### src/sv/fcmt_pkg.sv
// shared types, constants and arithmetic helpers for the face momentum forcing block
`default_nettype none
package fcmt_pkg;

  localparam int unsigned QueueDepthDef = 4;
  localparam int unsigned DivSteps      = 33;

  localparam logic [63:0]        TermLim  = 64'h3FFF_FFFF_FFFF_FFFF;
  localparam logic signed [64:0] TermLimW = 65'sh0_3FFF_FFFF_FFFF_FFFF;
  localparam logic [32:0]        Recip10  = 33'd6871947674;
  localparam int unsigned        Recip10Shift = 36;

  localparam logic signed [35:0] Int32MaxW = 36'sd2147483647;
  localparam logic signed [35:0] Int32MinW = -36'sd2147483648;
  localparam logic [31:0]        Int32Max  = 32'h7FFF_FFFF;
  localparam logic [31:0]        Int32Min  = 32'h8000_0000;

  // mode_flags bit positions
  localparam int unsigned ModeWind      = 0;
  localparam int unsigned ModeBody      = 1;
  localparam int unsigned ModeFeedback  = 2;
  localparam int unsigned ModeOceanDrag = 3;
  localparam int unsigned ModeRigidLid  = 4;

  typedef enum logic [2:0] {
    RegModeFlags       = 3'd0,
    RegLinDragBottom   = 3'd1,
    RegQuadDragBottom  = 3'd2,
    RegLinDragSurface  = 3'd3,
    RegQuadDragSurface = 3'd4
  } cfg_reg_t;

  typedef struct packed {
    logic [4:0]  mode;
    logic [31:0] lin_b;
    logic [31:0] quad_b;
    logic [31:0] lin_s;
    logic [31:0] quad_s;
  } cfg_t;

  // one entry of the queue between front and back
  typedef struct packed {
    logic signed [63:0] acc;
    logic signed [31:0] h;
    logic signed [31:0] fb;
    logic               hnz;
    logic               sat;
  } qent_t;

  typedef struct packed {
    logic               sat;
    logic signed [63:0] val;
  } acc_t;

  typedef struct packed {
    logic        sat;
    logic [61:0] mag;
  } mag_t;

  function automatic acc_t add_clamp(input logic signed [63:0] a,
                                     input logic signed [63:0] b);
    logic signed [64:0] s;
    acc_t r;
    s = 65'(a) + 65'(b);
    r.sat = 1'b0;
    r.val = 64'(s);
    if (s > TermLimW) begin
      r.sat = 1'b1;
      r.val = 64'(TermLimW);
    end else if (s < -TermLimW) begin
      r.sat = 1'b1;
      r.val = 64'(-TermLimW);
    end
    return r;
  endfunction

  // q0.32 scaling from the two partial products
  function automatic mag_t scale32(input logic [63:0] hi, input logic [63:0] lo);
    logic [63:0] r;
    mag_t m;
    r = hi + {32'b0, lo[63:32]};
    m.sat = 1'b0;
    if (r > TermLim) begin
      m.sat = 1'b1;
      r = TermLim;
    end
    m.mag = r[61:0];
    return m;
  endfunction

  // q16.16 scaling from the two partial products
  function automatic mag_t scale16(input logic [63:0] hi, input logic [63:0] lo);
    logic [63:0] r;
    mag_t m;
    m.sat = 1'b0;
    if (hi > (TermLim >> 16)) begin
      m.sat = 1'b1;
      r = TermLim;
    end else begin
      r = (hi << 16) + {16'b0, lo[63:16]};
      if (r > TermLim) begin
        m.sat = 1'b1;
        r = TermLim;
      end
    end
    m.mag = r[61:0];
    return m;
  endfunction

  function automatic logic [62:0] abs64(input logic signed [63:0] x);
    logic signed [63:0] n;
    n = -x;
    return x[63] ? n[62:0] : x[62:0];
  endfunction

  // amount added to the sum for a drag term of given sign and magnitude (the negated term)
  function automatic logic signed [63:0] drag_delta(input logic neg, input logic [61:0] mag);
    logic signed [63:0] p;
    p = $signed({2'b00, mag});
    return neg ? p : -p;
  endfunction

  // floor(7*r/10) for a remainder digit
  function automatic logic [2:0] seven_tenths(input logic [3:0] r);
    logic [2:0] t;
    case (r)
      4'd0, 4'd1: t = 3'd0;
      4'd2:       t = 3'd1;
      4'd3, 4'd4: t = 3'd2;
      4'd5:       t = 3'd3;
      4'd6, 4'd7: t = 3'd4;
      4'd8:       t = 3'd5;
      4'd9:       t = 3'd6;
      default:    t = 3'd0;
    endcase
    return t;
  endfunction

endpackage
`default_nettype wire

### src/sv/fcmt_queue.sv
// small fifo between the term pipeline and the divider
`default_nettype none
module fcmt_queue #(
  parameter int unsigned Depth = fcmt_pkg::QueueDepthDef
) (
  input  logic             clk,
  input  logic             rst,
  input  logic             push,
  input  fcmt_pkg::qent_t  push_data,
  output logic             full,
  input  logic             pop,
  output fcmt_pkg::qent_t  pop_data,
  output logic             empty
);
  localparam int unsigned PtrW = (Depth > 1) ? $clog2(Depth) : 1;
  localparam int unsigned CntW = $clog2(Depth + 1);

  fcmt_pkg::qent_t mem [Depth];
  logic [PtrW-1:0] wr_ptr;
  logic [PtrW-1:0] rd_ptr;
  logic [CntW-1:0] count;

  assign full     = (count == CntW'(Depth));
  assign empty    = (count == '0);
  assign pop_data = mem[rd_ptr];

  always_ff @(posedge clk) begin
    if (push) begin
      mem[wr_ptr] <= push_data;
    end
  end

  always_ff @(posedge clk) begin
    if (rst) begin
      wr_ptr <= '0;
      rd_ptr <= '0;
      count  <= '0;
    end else begin
      if (push) begin
        wr_ptr <= (wr_ptr == PtrW'(Depth - 1)) ? '0 : wr_ptr + 1'b1;
      end
      if (pop) begin
        rd_ptr <= (rd_ptr == PtrW'(Depth - 1)) ? '0 : rd_ptr + 1'b1;
      end
      if (push && !pop) begin
        count <= count + 1'b1;
      end else if (pop && !push) begin
        count <= count - 1'b1;
      end
    end
  end

  a_no_overflow: assert property (@(posedge clk) disable iff (rst) push |-> !full)
    else $error("queue written while full");
  a_no_underflow: assert property (@(posedge clk) disable iff (rst) pop |-> !empty)
    else $error("queue read while empty");
  a_count_range: assert property (@(posedge clk) disable iff (rst)
    count <= CntW'(Depth))
    else $error("queue count out of range");

endmodule
`default_nettype wire

### config.mk
export PLATFORM = sky130hd
export DESIGN_NAME = fcmt_queue
export DESIGN_NICKNAME = d
export VERILOG_FILES = /design/src/sv/fcmt_pkg.sv /design/src/sv/fcmt_queue.sv
export SDC_FILE = /design/constraint.sdc
export NUM_CORES = 1
export LEC_CHECK = 0
export ABC_AREA = 1
export ABC_CLOCK_PERIOD_IN_PS = 4730
export BUFFER_PORTS_ARGS = -buffer_cell sky130_fd_sc_hd__buf_2
export CAP_MARGIN = 20
export CORE_MARGIN = 3
export CORE_UTILIZATION = 57
export CTS_CLUSTER_SIZE = 16
export DETAILED_ROUTE_END_ITERATION = 8
export PLACE_DENSITY = 0.79
export SYNTH_ARGS = -nofsm -noshare
export SYNTH_HDL_FRONTEND = slang
export SYNTH_SLANG_ARGS = --single-unit
### constraint.sdc
create_clock -name clk -period 4.73 [get_ports clk]
set_input_delay 0.7095 -clock clk [delete_from_list [all_inputs] [get_ports clk]]
set_output_delay 0.7095 -clock clk [all_outputs]
set_load 0.05 [all_outputs]
; ---- Word level (Yosys, flattened, before mapping)
; Memories as Yosys holds them, arrays and structs flattened. A register that Yosys moved wholly into a read port is not among the register bits.
; Index checks and enable logic that the tools add are counted.
[totals]
regBits = 7
latch_bits = 0
ramBits = 520
romBits = 0
inputBits = 134
out_inout_bits = 132
word_cells = 25
n_memories = 1
[classes]
add_sub_neg = 4
multipliers = 0
n_div = 0
n_lt_le_gt_ge = 0
eq_ne = 3
n_shift = 0
muxes = 8
bitwise_logic = 0
n_reduce_logical = 6
[memory_table]
columns = memory, depth, width, rd, rd_clocked_by_memory_dff, wr, line
row1 = mem, 4, 130, 1, 1, 1, fcmt_queue.sv:18  ; fcmt_pkg::qent_t mem [Depth];
[op_table]
columns = cell, n
row1 = $mux 2, 4
row2 = $mux 3, 2
row3 = $add 2x1->2 const B, 2
row4 = $eq 2x2->1 const B, 2
row5 = $add 3x1->3 const B, 1
row6 = $eq 3x3->1 const B, 1
row7 = $logic_not 3->1, 1
row8 = $sub 3x1->3 const B, 1
row9 = $logic_and 1x1->1, 2
row10 = $logic_not 1->1, 2
row11 = $mux 1, 2
row12 = $reduce_bool 2->1, 1

; ---- Longest topological paths before layout
; Gate-level depths: netlist (run 1).
[logic_depth]
depth_word = 4
mapped_depth = 10
mapped_depth_nobuf = 10

; ---- Worst setup path after synthesis (run 1)
; No wires, ideal clock.
[synth_timing]
path_kind = input to register
startpoint = in push
endpoint = mem mem[3][0] (netlist name), enable pin
setup_time_ns = 0.483
arrival_ns = 3.250
required_time_ns = 4.247
path_slack_ns = 0.997
cell_stages = 2
n_path_buf = 0
path_cell_list = nand2_1 -> inv_1
[synth_via]
elab_chain_len = 2
[synth_lines]
columns = element, line
row1 = "start, declared", fcmt_queue.sv:8  ; input logic push,
row2 = $mux 1, fcmt_queue.sv:28  ; if (push) begin
row3 = $mux 1 (implied by the code), fcmt_queue.sv:29  ; mem[wr_ptr] <= push_data;
row4 = "end, declared", fcmt_queue.sv:18
; No other way between the ends.

==> results of run 1 <==
-- cell usage after synthesis, types with 2 or more instances --
| master | n |
|---|---|
| nor3_1 | 4 |
| nor2_1 | 268 |
| buf_6 | 22 |
| ha_1 | 6 |
| o22ai_1 | 130 |
| clkbuf_1 | 40 |
| inv_1 | 14 |
| buf_2 | 14 |
| o21ai_0 | 193 |
| edfxtp_1 | 520 |
| a21oi_1 | 3 |
| buf_12 | 2 |
| nand2_1 | 8 |
| clkbuf_2 | 5 |
| o21ai_1 | 70 |
| dfxtp_1 | 9 |
-- per-stage QoR --
step | setup WS, ns | hold WS (ns) | utilization
global placement | 1.66 | 0.508 | 0.627
finish | 0.985 | 0.344 | 0.674
detailed placement | 1.67 | 0.530 | 0.627
floorplan | 0.997 | 0.490 | -
CTS | 0.959 | 0.311 | 0.673
global route | 0.819 | 0.330 | 0.673
-- worst min-delay path by stage --
stage,from,endpoint,cells past startpoint
after floorplan,wr_ptr[1],wr_ptr[1],2
after global placement,wr_ptr[1],wr_ptr[1],2
after detailed placement,wr_ptr[1],wr_ptr[1],2
after CTS,push_data[76],mem[3][76],1
after global routing,push_data[1],mem[2][1],1
final,push_data[121],mem[2][121],1
-- worst reg2reg max path: cells and delay by family, from the launching register on --
family                     cells  cell delay [ns]
adders and majority gates      1             0.15
DFF                            1             0.35
and+or+nand+nor                1             0.10
buffers and inverters          3             1.24
-- power by group --
group / internal [mW] / switching (mW) / total [mW]
Sequential: 5.36 / 0.0724 / 5.44
Clock: 2.21 / 1.60 / 3.81
Combinational: 0.314 / 1.16 / 1.47
-- flip-flops by register name (all words and copies together), names as in the netlist, named ones only --
name    count
mem       520
count       3
rd_ptr      2
wr_ptr      2
-- metal layers --
layer	global-route usage	vias to the layer above	wire (µm)
met2	0.363	468	20400
met3	0.0681	88	3890
met4	0.0790	16	1060
met1	0.286	5841	16500
li1	-	5477	-
met5	0	-	92
-- logic make-up (layout without fill, tap and decap cells) --
| group | count (synthesis) | count (layout) | share of synthesized area |
|---|---|---|---|
| AOI/OAI and AO/OA | 396 | 396 | 0.109 |
| xor gates and xnor gates | 1 | 1 | 0.000444 |
| adders and majority gates | 7 | 7 | 0.00482 |
| buffers and inverters | 101 | 379 | 0.0318 |
| DFF | 529 | 529 | 0.800 |
| other | 0 | 4 | 0 |
| and+or+nand+nor | 282 | 282 | 0.0541 |
-- layout make-up --
type / count / area share
well taps: 448 / 0.0246
multi-input cells: 686 / 0.145
flip-flops and latches: 529 / 0.693
inverters: 16 / 0.00417
diodes: 4 / 0.000439
clock inverters: 20 / 0.00768
repair buffers: 273 / 0.0641
clock buffers: 70 / 0.0609
==> summary.md, run 1 <==
| Metric | Value |
|---|---|
| Outcome | `complete, no violations` |
| Final hold vios | `0` |
| Crit path max fanout | `73` |
| All-Layer GR Usage | `0.222` |
| Mapped Cells | `1316` |
| Area leader, netlist | `edfxtp_1` |
| Share of the synthesized area in the top cell type | `0.791` |
| Ys Warns | `0` |
| DRT Pass-1 Iters | `5` |
| Final WL | `41900 µm` |
| Synth Flop Type | `edfxtp_1` |
| First-pass GRT wire length | `63000 µm` |
| Rows | `67` |
| Crit path capture | `pop_data[106]` |
| Max incr delay on CP | `0.77 ns` |
| Worst-margin pin slew | `1.19 ns` |
| Vias in the first global route | `11.7k` |
| Clock-pin slew on the worst setup and hold paths | `0.06 ns` |
| FF-to-FF End | `mem[0][97]` |
| Syn Std Cell Area | `19700 µm²` |
| Ratio of cells with drive above 1 in the final layout | `0.217` |
| Register-to-register setup slack | `2.56 ns` |
| Ports placed on the boundary | `266` |
| Hold Path Class | `in -> reg` |
| Root Buffer | `clkbuf_16` |
| Total Power | `10.7 mW` |
| Via count | `11.9k` |
| Post-CTS Setup Inserts | `0` |
| CP endpoint kind | `output port` |
| Die ar. | `36900 µm²` |
| DRC Markers | `0` |
| Period Utilization, post-route | `0.792` |
| Resized cells post-CTS | `0` |
| Syn avg cell area | `15.0 µm²` |
| Worst skew pair latency | `0.58 ns` |
| Commonest non-fill, non-tap cells in the layout | `520 x edfxtp_1, 268 x nor2_1, 265 x buf_2` |
| Hold_buf cts | `0` |
| Async S/R FF share, synth | `0` |
| Port buffer count | `265` |
| CTS HTree Levels | `2` |
| Final cell count without fillers | `2046` |
| Sum Neg Setup Slack | `0 ns` |
| Post-synthesis sequential area ratio | `0.800` |
| Wire length per cell after detailed routing | `20.5 µm` |
| Max Freq | `267 MHz` |
| Area growth syn-to-layout | `15.6%` |
| CP Cell Sequence | `buf_4, o21ai_0, o22ai_1, buf_2` |
| Final setup fails | `0` |
| CTS tree | `yes` |
| Max-slew violations | `0` |
| Yosys reg bits | `529` |
| CP bufs+invs | `2` |
| Final ANT Viol Nets | `0` |
| Clk_skew | `0.00867 ns` |
| WP data required | `4.02 ns` |
| Multi-input logic area | `3320 µm²` |
| Register Area | `15800 µm²` |
| Routed vias/inst | `5.81` |
| Initial core utilization | `0.583` |
| RSZ-0062 raised after global routing | `no` |
| Chip height | `192 µm` |
| Initial antenna violation count | `11` |
| Leak pwr | `7.93 nW` |
| CTS buffer count | `51` |
| Placer Congestion | `0.737` |
| Final critical-path required period | `3.74 ns` |
| # clock sinks | `529` |
| Placed Instances | `1952` |
| Crit path DAT | `3.04 ns` |
| Most common cell after layout, fill and taps aside | `edfxtp_1` |
| CTS Buffer Depth | `3` |
| Net count, final | `1698` |
| Total core area | `33900 µm²` |
| Max cap viols | `0` |
| EDFF count, synth | `520` |
| Drt initial violations | `1003` |
| Slew HR | `0.204` |
| Critical path depth in cells | `4` |
| Library cells used by synthesis | `24` |
| Final HPWL DP | `22500 µm` |
| Synth area leaders | `edfxtp_1 79%, nor2_1 5.1%, o21ai_0 4.9%` |
| Max VDD drop | `358 µV` |
| Power Dens Cells | `470 nW/µm²` |
| Syn Nets | `1457` |
| Worst-case reg-to-reg path depth | `5` |
| Placed cell area | `21200 µm²` |
| Die Wd | `192 µm` |
| CP delay by family, top | `buffers and inverters` |
| Filler Cell Count | `2314` |
| Launching point of the worst reg2reg path | `wr_ptr[0]` |
| Fin area | `22800 µm²` |
| Slowest-stage cell, CP | `dfxtp_4` |
| Gr ovfl total | `0` |
| Startpoint type of the worst setup path | `flip-flop` |
| Crit Path Category | `reg -> out` |
| Largest net degree at the start of global routing | `261` |
(Power assumes the default switching activity.)
==> run 2, diff against run 1 <==
--- a/config.mk
+++ b/config.mk
@@ -5,8 +5,8 @@
 export SDC_FILE = /design/constraint.sdc
 export NUM_CORES = 1
 export LEC_CHECK = 0
-export ABC_AREA = 1
-export ABC_CLOCK_PERIOD_IN_PS = 4730
+export ABC_AREA = 0
+export ABC_CLOCK_PERIOD_IN_PS = 3760
 export BUFFER_PORTS_ARGS = -buffer_cell sky130_fd_sc_hd__buf_2
 export CAP_MARGIN = 20
 export CORE_MARGIN = 3
==> constraint.sdc (replaced) <==
create_clock -name clk -period 3.76 [get_ports clk]
set_input_delay 0.564 -clock clk [delete_from_list [all_inputs] [get_ports clk]]
set_output_delay 0.564 -clock clk [all_outputs]
set_load 0.05 [all_outputs]
==> run 2 against run 1 <==
Against the previous run: power rose by 24%; core utilization rose by 1.6 points; combinational power rose by 14%; hold slack got worse by 0.12 ns; global-route usage fell by 1.7 points; die area fell by 2.1%; clock-buffer cell count fell by 5; clock skew rose by 0.0041 ns; largest power group unchanged; synthesized cell count fell by 45%; first-iteration DRC count fell by 25%.
==> summary.md, run 2 <==
| Metric | Value |
|---|---|
| CTS buffer count | `50 (-2.0%)` |
| CP Cell Sequence | `buf_12, mux4_2, buf_2` |
| Final HPWL DP | `21600 µm (-4.0%)` |
| Max cap viols | `0 (unchanged)` |
| Largest regs | `mem (520), count (3)` |
| Final WL | `36500 µm (-13%)` |
| Final cell count without fillers | `1515 (-26%)` |
| Initial antenna violation count | `12 (+1)` |
| Share of the synthesized area in the top cell type | `0.809 (+0.0179)` |
| Total core area | `32900 µm² (-2.7%)` |
| Register-to-register setup slack | `1.83 ns (-0.73 ns)` |
| Mapped Cells | `723 (-45%)` |
| Placer Congestion | `0.706 (-4.2%)` |
| Most flop-heavy register | `mem` |
| Post-CTS Setup Inserts | `0 (unchanged)` |
| Placed Instances | `1419 (-27%)` |
| Library cells used by synthesis | `21 (-13%)` |
| Setup WS post-layout | `0.710 ns (-0.275 ns)` |
| Top-count cell post-synth | `edfxtp_1` |
| Synth area leaders | `edfxtp_1 81%, mux4_2 15%, buf_12 1.1%` |
| Resized cells post-CTS | `0 (unchanged)` |
| Vias in the first global route | `9230 (-21%)` |
| Area growth syn-to-layout | `17.7%` |
| Startpoint type of the worst setup path | `flip-flop` |
| CP delay by family, top | `flip-flops` |
| Gr ovfl total | `0 (unchanged)` |
| Clock-pin slew on the worst setup and hold paths | `0.06 ns (about the same)` |
| Total Power | `13.3 mW (+24%)` |
| Net count, final | `1170 (-31%)` |
| Clk_skew | `0.0128 ns (+0.00413 ns)` |
| Drt initial violations | `751 (-25%)` |
| Setup Slack @ Placement | `1.25 ns (-0.420 ns)` |
| Hold Path Class | `in -> reg` |
| Placed cell area | `21100 µm² (-0.57%)` |
| Initial core utilization | `0.586 (+0.00299)` |
| Post-synthesis sequential area ratio | `0.818 (+0.0181)` |
| Chip height | `190 µm (-1.1%)` |
| CTS HTree Levels | `2 (unchanged)` |
| Die Wd | `190 µm (-1.1%)` |
| DRT Pass-1 Iters | `5 (unchanged)` |
| Syn Nets | `864 (-41%)` |
| Sum Neg Setup Slack | `0 ns (unchanged)` |
| Rows | `66 (-1.5%)` |
| Worst-margin pin slew | `0.840 ns (-0.354 ns)` |
| Most common cell after layout, fill and taps aside | `edfxtp_1` |
| CP bufs+invs | `2 (unchanged)` |
| Yosys reg bits | `529 (unchanged)` |
| CTS tree | `yes` |
| Port buffer count | `265 (unchanged)` |
| Top post-synthesis cells by count | `520 x edfxtp_1, 130 x mux4_2, 11 x buf_12` |
| WP data required | `3.20 ns (-0.82 ns)` |
| First-pass GRT wire length | `56100 µm (-11%)` |
| Power Dens Cells | `587 nW/µm² (+25%)` |
| Fin area | `22700 µm² (-0.38%)` |
| Crit path DAT | `2.49 ns (-0.55 ns)` |
| Largest net degree at the start of global routing | `75 (-71%)` |
| Ports placed on the boundary | `266 (unchanged)` |
| Max-slew violations | `0 (unchanged)` |
| Commonest non-fill, non-tap cells in the layout | `520 x edfxtp_1, 265 x buf_2, 130 x mux4_2` |
| Root Buffer | `clkbuf_16` |
| Syn Std Cell Area | `19300 µm² (-2.2%)` |
| Period Utilization, post-route | `0.811` |
| Worst skew pair latency | `0.54 ns (-0.04 ns)` |
| Slew HR | `0.440 (+0.236)` |
| Syn avg cell area | `26.7 µm² (+78%)` |
| Synth Flop Type | `edfxtp_1` |
| RSZ-0062 raised after global routing | `no` |
| Max VDD drop | `462 µV (+29%)` |
| Wire length per cell after detailed routing | `24.1 µm (+18%)` |
| Area leader, netlist | `edfxtp_1` |
| Die ar. | `36100 µm² (-2.1%)` |
| CTS Buffer Depth | `3 (unchanged)` |
| CP endpoint kind | `output port` |
| Max incr delay on CP | `0.66 ns (-0.11 ns)` |
| Crit path max fanout | `43 (-41%)` |
| Final critical-path required period | `3.05 ns` |
| Outcome | `complete, no violations` |
| Ratio of cells with drive above 1 in the final layout | `0.456 (+0.239)` |
| Via count | `8783 (-26%)` |
| Slowest-stage cell, CP | `dfxtp_4` |
| Ys Warns | `0 (unchanged)` |
| Max FFs per register | `520 (unchanged)` |
| Final setup fails | `0 (unchanged)` |
| Hold_buf cts | `0 (unchanged)` |
| Crit Path Category | `reg -> out` |
| Async S/R FF share, synth | `0 (unchanged)` |
| All-Layer GR Usage | `0.205 (-0.0171)` |
| Leak pwr | `7.65 nW (-3.5%)` |
| # clock sinks | `529 (unchanged)` |
| Final ANT Viol Nets | `0 (unchanged)` |
| EDFF count, synth | `520 (unchanged)` |
| Routed vias/inst | `5.80 (-0.24%)` |
| DRC Markers | `0 (unchanged)` |
| Max Freq | `328 MHz` |
| Final hold vios | `0 (unchanged)` |
[run 2: cell types whose count changed in the layout (fill, tap and decap cells not counted), sizes merged, moves of 5 or more]
cell	delta
clkinv	+6
o21ai	-262
clkbuf	-5
buf	+10
o22ai	-130
nor2	-261
mux4	+130
nand2	-8
inv	-12
[run 2: worst register-to-register path: cells and delay by family, from the launching register on]
| kind | cells | cell delay, ns |
|---|---|---|
| buffers and inverters | 2 | 0.54 |
| and+or+nand+nor | 1 | 0.45 |
| adders and majority gates | 1 | 0.15 |
| DFF | 1 | 0.35 |
[run 2: report_power, final]
part,switching [mW],internal [mW],total [mW]
Combinational,1.18,0.489,1.67
Clock,1.99,2.84,4.83
Sequential,0.0789,6.76,6.84
[run 2: kinds of logic after synthesis]
group | synth area share
flops | 0.818
fa+ha+maj | 0.00493
simple gates | 0.00402
xor+xnor | 0.000908
buf+inv | 0.0173
compound gates | 0.000778
mux | 0.154
[run 2: through the flow]
| step | utilization | hold WS [ns] |
|---|---|---|
| 2_1_floorplan | - | 0.460 |
| 3_3_place_gp | 0.641 | 0.489 |
| 3_5_place_dp | 0.641 | 0.512 |
| 4_1_cts | 0.689 | 0.195 |
| 5_1_grt | 0.689 | 0.209 |
| 6_report | 0.690 | 0.227 |
[run 2: final timing paths]
kind           startpoint      endpoint  depth (start not counted)
max             flip-flop  pop_data[77]                          3
min          push_data[2]     mem[3][2]                          1
max reg2reg     wr_ptr[0]    mem[2][73]                          4
min reg2reg     rd_ptr[1]     flip-flop                          2
[run 2: cell type report]
type	instances	area, µm²
multi-input combinational	161	3180
clock buffer	65	1370
inverter	4	15.0
fill	1990	10200
timing repair buffer	283	1560
sequential	529	15800
tap	442	553
clock inverter	26	224
antenna	5	12.5
[run 2: metal layers]
metal  global-route usage  vias up  routed length, µm
met3               0.0630       74               3390
met1                0.290     4579              14500
met5                    0        -                110
li1                     -     3748                  -
met4               0.0532       16                682
met2                0.321      366              17900
